===== config.mk =====
export PLATFORM = sky130hd
export DESIGN_NAME = crgr_raster
export DESIGN_NICKNAME = d
export VERILOG_FILES = /design/src/crgr_pkg.sv /design/src/crgr_premul.sv /design/src/crgr_raster.sv
export SDC_FILE = /design/constraint.sdc
export NUM_CORES = 1
export LEC_CHECK = 0
export BUFFER_PORTS_ARGS = -buffer_cell sky130_fd_sc_hd__buf_4
export CAP_MARGIN = 20
export CORE_MARGIN = 2
export CORE_UTILIZATION = 41
export CTS_CLUSTER_SIZE = 25
export DETAILED_ROUTE_END_ITERATION = 10
export PLACE_DENSITY_LB_ADDON = 0.2
export SLEW_MARGIN = 15
export SYNTH_ARGS = -nofsm -noshare
export SYNTH_HDL_FRONTEND = slang
export SYNTH_SLANG_ARGS = --single-unit
export TNS_END_PERCENT = 1

===== constraint.sdc =====
create_clock -name clk -period 8.9 [get_ports clk]
set_input_delay 0.89 -clock clk [delete_from_list [all_inputs] [get_ports clk]]
set_output_delay 0.89 -clock clk [all_outputs]
set_load 0.05 [all_outputs]

===== src/crgr_pkg.sv =====
// Shared constants, types and codes of the rectangle and glyph raster engine.
package crgr_pkg;

  localparam int FRAME_WIDTH_DEF  = 128;
  localparam int FRAME_HEIGHT_DEF = 64;
  localparam int MAX_SCALE_DEF    = 8;

  // Working width of a signed pixel coordinate; it covers every edge plus extent.
  localparam int CW = 14;

  typedef logic signed [CW-1:0] coord_t;

  typedef enum logic [1:0] {
    KIND_FILL  = 2'd0,
    KIND_GLYPH = 2'd1,
    KIND_READ  = 2'd2,
    KIND_NONE  = 2'd3
  } kind_t;

  // A draw command as handed from the command front end to the rasterizer.
  typedef struct packed {
    logic               glyph;
    logic signed [11:0] x_pos;
    logic signed [11:0] y_pos;
    logic [10:0]        rect_width;
    logic [10:0]        rect_height;
    logic [31:0]        colour;
    logic [7:0]         glyph_bits;
    logic [3:0]         glyph_width;
    logic [2:0]         leftmost_bit;
    logic [3:0]         row_index;
    logic [3:0]         scale;
  } draw_cmd_t;

endpackage


===== src/crgr_premul.sv =====
// Registered premultiplication of a straight ARGB colour by its alpha.
module crgr_premul (
  input  logic        clk,
  input  logic        load,
  input  logic [31:0] colour,
  output logic [31:0] colour_pm
);

  // Exact truncating division by 255 for any product of two bytes.
  function automatic logic [7:0] div255(input logic [15:0] p);
    logic [16:0] t;
    t = {1'b0, p} + 17'd1 + {9'd0, p[15:8]};
    return t[15:8];
  endfunction

  logic [7:0]  alpha;
  logic [15:0] prod_r;
  logic [15:0] prod_g;
  logic [15:0] prod_b;

  assign alpha  = colour[31:24];
  assign prod_r = 16'(colour[23:16]) * 16'(alpha);
  assign prod_g = 16'(colour[15:8]) * 16'(alpha);
  assign prod_b = 16'(colour[7:0]) * 16'(alpha);

  always_ff @(posedge clk) begin
    if (load) begin
      colour_pm <= {alpha, div255(prod_r), div255(prod_g), div255(prod_b)};
    end
  end

endmodule


===== src/crgr_raster.sv =====
// Rasterizer: clips a fill or glyph row and writes its pixels one per cycle.
module crgr_raster #(
  parameter int FRAME_WIDTH  = crgr_pkg::FRAME_WIDTH_DEF,
  parameter int FRAME_HEIGHT = crgr_pkg::FRAME_HEIGHT_DEF,
  parameter int MAX_SCALE    = crgr_pkg::MAX_SCALE_DEF
) (
  input  logic                                         clk,
  input  logic                                         rst,
  input  logic                                         start,
  input  crgr_pkg::draw_cmd_t                          cmd,
  output logic                                         busy,
  output logic                                         wr_en,
  output logic [$clog2(FRAME_WIDTH*FRAME_HEIGHT)-1:0]  wr_addr,
  output logic [31:0]                                  wr_data
);
  import crgr_pkg::*;

  localparam int XW = $clog2(FRAME_WIDTH);
  localparam int YW = $clog2(FRAME_HEIGHT);
  localparam int AW = $clog2(FRAME_WIDTH * FRAME_HEIGHT);
  localparam int SW = $clog2(MAX_SCALE + 1);
  localparam coord_t FW_C = coord_t'(FRAME_WIDTH);
  localparam coord_t FH_C = coord_t'(FRAME_HEIGHT);

  typedef enum logic [2:0] {
    R_IDLE  = 3'b001,
    R_SETUP = 3'b010,
    R_WALK  = 3'b100
  } rstate_t;

  rstate_t   state;
  draw_cmd_t cmd_q;
  logic [31:0] colour_pm;

  coord_t px;
  coord_t py;
  coord_t x_lo;
  coord_t x_hi;
  coord_t y_hi;
  logic [7:0]    mask;
  logic [SW-1:0] sx;
  logic [SW-1:0] s_q;

  // Setup values, computed from the held command.
  coord_t xs;
  coord_t ys;
  coord_t fx_end;
  coord_t fy_end;
  coord_t fx_lo;
  coord_t fy_lo;
  coord_t fx_hi;
  coord_t fy_hi;
  logic   fill_empty;
  logic [SW-1:0] s;
  logic [3:0]    ncols;
  logic [3:0]    top_cols;
  logic [8:0]    row_off;
  logic [8:0]    col_span;
  coord_t g_base_y;
  coord_t g_x_hi;
  coord_t g_y_hi;
  logic   glyph_empty;
  logic [7:0] mask_init;

  logic   in_frame;
  coord_t px_inc;
  coord_t py_inc;

  crgr_premul u_premul (
    .clk       (clk),
    .load      (start),
    .colour    (cmd.colour),
    .colour_pm (colour_pm)
  );

  always_comb begin
    xs     = coord_t'(cmd_q.x_pos);
    ys     = coord_t'(cmd_q.y_pos);
    fx_end = xs + coord_t'({3'b000, cmd_q.rect_width});
    fy_end = ys + coord_t'({3'b000, cmd_q.rect_height});
    fx_lo  = (xs < 0) ? '0 : xs;
    fy_lo  = (ys < 0) ? '0 : ys;
    fx_hi  = (fx_end > FW_C) ? FW_C : fx_end;
    fy_hi  = (fy_end > FH_C) ? FH_C : fy_end;
    fill_empty = (cmd_q.rect_width == '0) || (cmd_q.rect_height == '0) ||
                 (fx_lo >= fx_hi) || (fy_lo >= fy_hi);

    if (int'(cmd_q.scale) > MAX_SCALE) begin
      s = SW'(MAX_SCALE);
    end else begin
      s = SW'(cmd_q.scale);
    end
    // Columns past bit zero have no mask bit and are never drawn.
    top_cols = {1'b0, cmd_q.leftmost_bit} + 4'd1;
    ncols    = (cmd_q.glyph_width < top_cols) ? cmd_q.glyph_width : top_cols;
    row_off  = 9'(cmd_q.row_index) * 9'(s);
    col_span = 9'(ncols) * 9'(s);
    g_base_y = ys + coord_t'({5'b00000, row_off});
    g_x_hi   = xs + coord_t'({5'b00000, col_span});
    g_y_hi   = g_base_y + coord_t'({{(CW-SW){1'b0}}, s});
    glyph_empty = (s == '0) || (ncols == '0);
    mask_init   = cmd_q.glyph_bits << (3'd7 - cmd_q.leftmost_bit);
  end

  assign px_inc   = px + coord_t'(1);
  assign py_inc   = py + coord_t'(1);
  assign in_frame = (px >= 0) && (px < FW_C) && (py >= 0) && (py < FH_C);

  assign busy    = (state != R_IDLE);
  assign wr_en   = (state == R_WALK) && in_frame && (!cmd_q.glyph || mask[7]);
  assign wr_addr = AW'(py[YW-1:0]) * AW'(FRAME_WIDTH) + AW'(px[XW-1:0]);
  assign wr_data = colour_pm;

  always_ff @(posedge clk) begin
    if (rst) begin
      state <= R_IDLE;
    end else begin
      unique case (state)
        R_IDLE: begin
          if (start) begin
            state <= R_SETUP;
          end
        end
        R_SETUP: begin
          if (cmd_q.glyph ? glyph_empty : fill_empty) begin
            state <= R_IDLE;
          end else begin
            state <= R_WALK;
          end
        end
        R_WALK: begin
          if ((px_inc == x_hi) && (py_inc == y_hi)) begin
            state <= R_IDLE;
          end
        end
        default: state <= R_IDLE;
      endcase
    end
  end

  always_ff @(posedge clk) begin
    if (start) begin
      cmd_q <= cmd;
    end
    if (state == R_SETUP) begin
      if (cmd_q.glyph) begin
        px   <= xs;
        x_lo <= xs;
        x_hi <= g_x_hi;
        py   <= g_base_y;
        y_hi <= g_y_hi;
      end else begin
        px   <= fx_lo;
        x_lo <= fx_lo;
        x_hi <= fx_hi;
        py   <= fy_lo;
        y_hi <= fy_hi;
      end
      mask <= mask_init;
      sx   <= '0;
      s_q  <= s;
    end else if (state == R_WALK) begin
      if (px_inc == x_hi) begin
        px   <= x_lo;
        py   <= py_inc;
        mask <= mask_init;
        sx   <= '0;
      end else begin
        px <= px_inc;
        if (sx == s_q - SW'(1)) begin
          sx   <= '0;
          mask <= mask << 1;
        end else begin
          sx <= sx + SW'(1);
        end
      end
    end
  end

endmodule


# Yosys cells after proc, flatten, opt, wreduce, memory -nomap -nowiden
# Cells that the tools add are included.
[word_totals] word_cells=114 register_bits=191 input_bits=105 latch_bits=0 rom_bits=0 n_memories=0 ramBits=0 output_inout_bits=47
[classes] n_eq_ne=9 shifts=1 div=0 magnitude_cmp=12 bitwise_logic=0 n_mux=27 n_reduce_logical=22 add_sub_neg=18 n_mul=5
[ops] cell="two-way mux 14 bit" count=14
[ops] cell="adder 16 x 1 -> 16 bit (second input constant)" count=3
[ops] cell="adder 16 x 8 -> 16 bit" count=3
[ops] cell="multiplier 8 x 8 -> 16 bit" count=3
[ops] cell="two-way mux 8 bit" count=4
[ops] cell="adder 14 x 2 -> 14 bit (second input constant)" count=2
[ops] cell="== test 14 bit" count=2
[ops] cell="greater-or-equal comparator 14 x 1 -> 1 bit (second input constant)" count=2
[ops] cell="greater-or-equal comparator 14 bit" count=2
[ops] cell="adder 12 x 12 -> 13 bit" count=2
[ops] cell="adder 12 x 9 -> 13 bit" count=2
[ops] cell="less-than comparator 12 x 1 -> 1 bit (second input constant)" count=2
[ops] cell="zero test 11 bit" count=2
[ops] cell="multiplier 4 x 4 -> 8 bit" count=2
[ops] cell="two-way mux 4 bit" count=4
[ops] cell="adder 13 x 5 -> 14 bit" count=1
[ops] cell="less-than comparator 14 x 8 -> 1 bit (second input constant)" count=1
[ops] cell="less-than comparator 14 x 9 -> 1 bit (second input constant)" count=1
[ops] cell="adder 13 x 7 -> 13 bit" count=1
[ops] cell="greater-than comparator 13 x 8 -> 1 bit (second input constant)" count=1
[ops] cell="greater-than comparator 13 x 9 -> 1 bit (second input constant)" count=1
[ops] cell="two-way mux 3 bit" count=3
[ops] cell="case mux 3 bit (3 select lines)" count=1
[ops] cell="zero test 4 bit" count=2
[ops] cell="other kinds (21)" count=33

# Logic depth before layout (Yosys ltp)
[depth] depth_word=9 depth_mapped=27 depth_no_buf=26

# Cells and area by module
# From an unflattened synthesis, not the netlist that was laid out.
[hier_totals] hier_cells=2109 area_unflattened_um2=20402.1
[by_module_without_submodules] mod="crgr_raster" instances=1 area_each_um2=12034.0 cells_per_inst=1214
[by_module_without_submodules] mod="crgr_premul" instances=1 area_each_um2=8368.0 cells_per_inst=895

# Worst setup path before layout
# Ideal clock, no wire load.
[synth_path] path_type="input to register" startpoint="input port cmd[54] (netlist name)" endpoint="register u_premul.colour_pm[23] (data pin)" slack_ps=1927 t_required_ps=8637 stages=25 setup_ps=263 arrival_time_ps=6710 path_cell_list="clkbuf_1 -> nand2_1 -> fa_1 -> fa_1 -> inv_1 -> fa_1 -> inv_1 -> fa_1 -> inv_1 -> ha_1 -> and3_1 -> a221o_1 -> or2_2 -> o2111ai_1 -> nand3b_1 -> xor2_1 -> ha_1 -> o2111ai_1 -> a31oi_1 -> a211o_1 -> o311a_1 -> nand3_1 -> nor2b_1 -> nand4_1 -> xnor2_1"
[synth_via] elab_chain_len=3
[synth_rtl] item="start: declaration" line_no="crgr_raster.sv:10" text="input crgr_pkg::draw_cmd_t cmd,"
[synth_rtl] item="multiplier 8 x 8 -> 16 bit *" line_no="crgr_premul.sv:22" text="assign prod_r = 16'(colour[23:16]) * 16'(alpha);"
[synth_rtl] item="adder 16 x 1 -> 16 bit" line_no="crgr_premul.sv:12" text="t = {1'b0, p} + 17'd1 + {9'd0, p[15:8]};"
[synth_rtl] item="adder 16 x 8 -> 16 bit *" line_no="crgr_premul.sv:12"
[synth_rtl] item="end signal: assignment" line_no="crgr_premul.sv:28" text="colour_pm <= {alpha, div255(prod_r), div255(prod_g), div255(prod_b)};"
[synth_rtl] item="end: declaration" line_no="crgr_premul.sv:6" text="output logic [31:0] colour_pm"
# Mark *: on every way between the ends. The rest lies on a longest branch, timed or not.
# A chain may end at the register's enable or synchronous reset.

# Final worst setup path
# Ends and elaborated chain as after synthesis.

==> impl_metrics.csv <==
group,metric,value,unit
logic_synthesis,synthMuxAreaShare,1.99,%
logic_synthesis,synth.cell_area,19800,sq um
sta,finalWorstPathRequiredPeriod,6960,ps
drt,post_drt_wl_per_cell,17.2,um
drt,drtIter0Drc,792,
clocking,htree_levels,4,
floorplan,start_util,41.5,%
sta,final_hold_viol_count,0,
logic_synthesis,syn-instance-count,2063,
logic_synthesis,synth_ff_type,"edfxtp_1",
layout,mostFrequentLayoutCells,"inv_1 (236), nand2_1 (233), ha_1 (232)",
logic_synthesis,async_flop_share,0,%
sta,worst_slew_pin_slew,996,ps
sta,rsz0062_at_grt,"false",
layout,final_common_cell,"inv_1",
logic_synthesis,ys_seq_area_share,28.2,%
floorplan,core-area,47600,sq um
clocking,cts_root_buf,"clkbuf_16",
logic_synthesis,syn_avg_cell_area,9.59,sq um
worst_setup_path,cpMostUsedCell,"fa_1",
outcome,run_status,"finished clean",
layout,antenna_cells,0,
worst_setup_path,cpMaxStageDelayCell,"fa_1",
grt,grt_pass1_vias,15300,
worst_setup_path,critPathMaxStageDelay,540,ps
layout,drive_above_1_share,10.8,%
power,powerDensity,215,nW/um^2
logic_synthesis,synth_nets,2522,
grt,grt_max_degree,73,
logic_synthesis,synth_compound_area_share,12.2,%
clocking,clock_latency,500,ps
layout,area_growth,11.4,%
clocking,hold_buffers,0,
min_path,hp-class,"register to register",
layout,regArea,5580,sq um
floorplan,die_h,224,um
worst_setup_path,path_class,"primary input to register",
sta,period_share,78.2,%
grt,gr-total-overflow,0,
floorplan,row_count,80,
power,leakagePower,9.83,nW
sta,setup_viol,0,
sta,clock_skew,18.2,ps
logic_synthesis,synth-adder-area-share,27.1,%
grt,grt_pass1_wl,78.8,mm
logic_synthesis,yosysWarnings,0,
layout,fin_util,46.2,%
worst_setup_path,worstSetupEndpointType,"register",
drt,post-route-drc-count,0,
drt,dr_total_vias,15100,
power,vdd_drop_max,0.153,mV
logic_synthesis,synthSimpleGateAreaFrac,17.0,%
layout,fin_nets,2633,
grt,globalRouteTotalUtil,20.0,%
placed_design,port_buffers,151,
clocking,cts_tree,"built",
floorplan,dieArea,50000,sq um
worst_setup_path,worstPathRequired,9150,ps
sta,whs,525,ps
placed_design,gp_congestion,0.887,
sta,relSlewSlack,33.6,%
clocking,cts_setup_buffers,0,
drt,drtPass1Iterations,5,
sta,fin_setup_tns,0,ps
clocking,cts_sinks,188,
logic_synthesis,synth_top_family_by_area,"adder cells",
clocking,clkTransAtPathRegs,70,ps
layout,multi_input_area,13000,sq um
layout,finalNonFillerCells,2802,
layout,fillers,4570,
worst_setup_path,start_kind,"primary input",
drt,viasPerCell,5.38,
drt,ant_nets,0,
clocking,cts_buffers,17,
floorplan,ios,152,
run,drv_cap,0,
placed_design,dp_cells,2770,
placed_design,dpl.hpwl,38.1,mm
clocking,cts_resized,0,
logic_synthesis,synth-xor-area-share,7.50,%
logic_synthesis,synth_edf_count,181,
sta,fmax,144,MHz
worst_setup_path,critPathArrivalTime,7210,ps
grt,antenna_found_initial,0,
floorplan,fp.dieW,224,um
drt,drt-total-wl,48.3,mm
sta,finalWorstSetupSlack,1940,ps
sta,maxSlewViolCount,0,
logic_synthesis,yosys.cell_types.count,86,
logic_synthesis,synth-seq-cells,188,
worst_setup_path,cp_max_fo,25,
clocking,cts_buffer_depth,2,
placed_design,dp_slack,1420,ps
## cells by family after synthesis
family / count (synthesis)
AOI/OAI and AO/OA: 356
xor gates and xnor gates: 163
adders and majority gates: 355
buffers and inverters: 306
DFF: 188
muxes: 37
and+or+nand+nor: 658
## registers in the layout, summed over array words and instances, names as in the netlist
name	cells
cmd_q	70
mask	8
px	14
py	14
s_q	4
state	3
sx	4
u_premul.colour_pm	32
x_hi	13
x_lo	12
y_hi	14
## synth_stat cells, types with 8 or more instances
library cell | n | share of area (%)
nor2_1 | 79 | 1.5
nand2_1 | 233 | 4.4
a31oi_1 | 12 | 0.38
ha_1 | 232 | 15
clkbuf_1 | 47 | 0.89
buf_4 | 8 | 0.30
fa_1 | 122 | 12
o21bai_1 | 10 | 0.38
a211oi_1 | 28 | 1.1
a21o_1 | 30 | 1.1
mux2i_1 | 27 | 1.4
o2111ai_1 | 9 | 0.40
mux2_2 | 9 | 0.51
nor3_1 | 26 | 0.66
o31ai_1 | 10 | 0.38
xor2_1 | 69 | 3.1
nand3_1 | 42 | 1.1
nand4_1 | 11 | 0.35
nor4_1 | 20 | 0.63
or2_2 | 15 | 0.47
nand2b_1 | 21 | 0.66
o21a_1 | 22 | 0.84
and3_1 | 23 | 0.73
inv_1 | 237 | 4.5
nor2b_1 | 29 | 0.92
a21oi_1 | 68 | 1.7
xnor2_1 | 90 | 4.0
and2_1 | 124 | 3.9
o21ai_0 | 80 | 2.0
o211ai_1 | 9 | 0.34
edfxtp_1 | 181 | 27
## path summary, 6_finish.rpt
| path | cells after the start | startpoint | endpoint | slack (ps) |
|---|---|---|---|---|
| worst max-delay path | 25 | cmd[54] | u_premul.colour_pm[23] | 1940 |
| worst min-delay path | 2 | sx[1] | sx[1] | 530 |
| worst max register to register | 23 | cmd_q[8] | x_hi[10] | 2460 |
| worst min register to register | 2 | sx[1] | sx[1] | 530 |
## metrics by stage
stage / power (mW) / area (sq um)
floorplan: 3.29 / 19800
global placement: 3.90 / 21400
CTS: 4.78 / 22000
finish: 4.73 / 22000
global route: 5.16 / 22000
detailed placement: 3.95 / 21400
## critical path, delay by kind of cell
kind | cells | cell delay [ps]
xor gates and xnor gates | 2 | 560
and+or+nand+nor | 7 | 1320
buffers and inverters | 4 | 400
adders and majority gates | 6 | 2710
AOI/OAI and AO/OA | 6 | 1310
## report_power, final
part | switching (mW) | internal (mW) | leakage, nW | total, mW
Sequential | 0.0550 | 1.13 | 1.77 | 1.19
Clock | 0.381 | 0.419 | 0.292 | 0.800
Combinational | 1.62 | 1.12 | 7.76 | 2.74
## area by class of cell
type | count | area share (%)
Multi-Input combinational cell | 1569 | 59.0
Sequential cell | 188 | 25.3
Timing Repair Buffer | 161 | 5.49
Inverter | 237 | 4.04
Tap cell | 615 | 3.49
Clock buffer | 18 | 1.95
Clock inverter | 14 | 0.710
## per-layer routing
layer	global-route usage (%)	routed length, um	up-vias
met1	24.7	20700	7353
met5	0	0	-
li1	-	-	7360
met4	6.58	974	0
met2	35.0	24400	309
met3	3.90	2220	64
No activity file was read; power rests on OpenSTA's default activity.
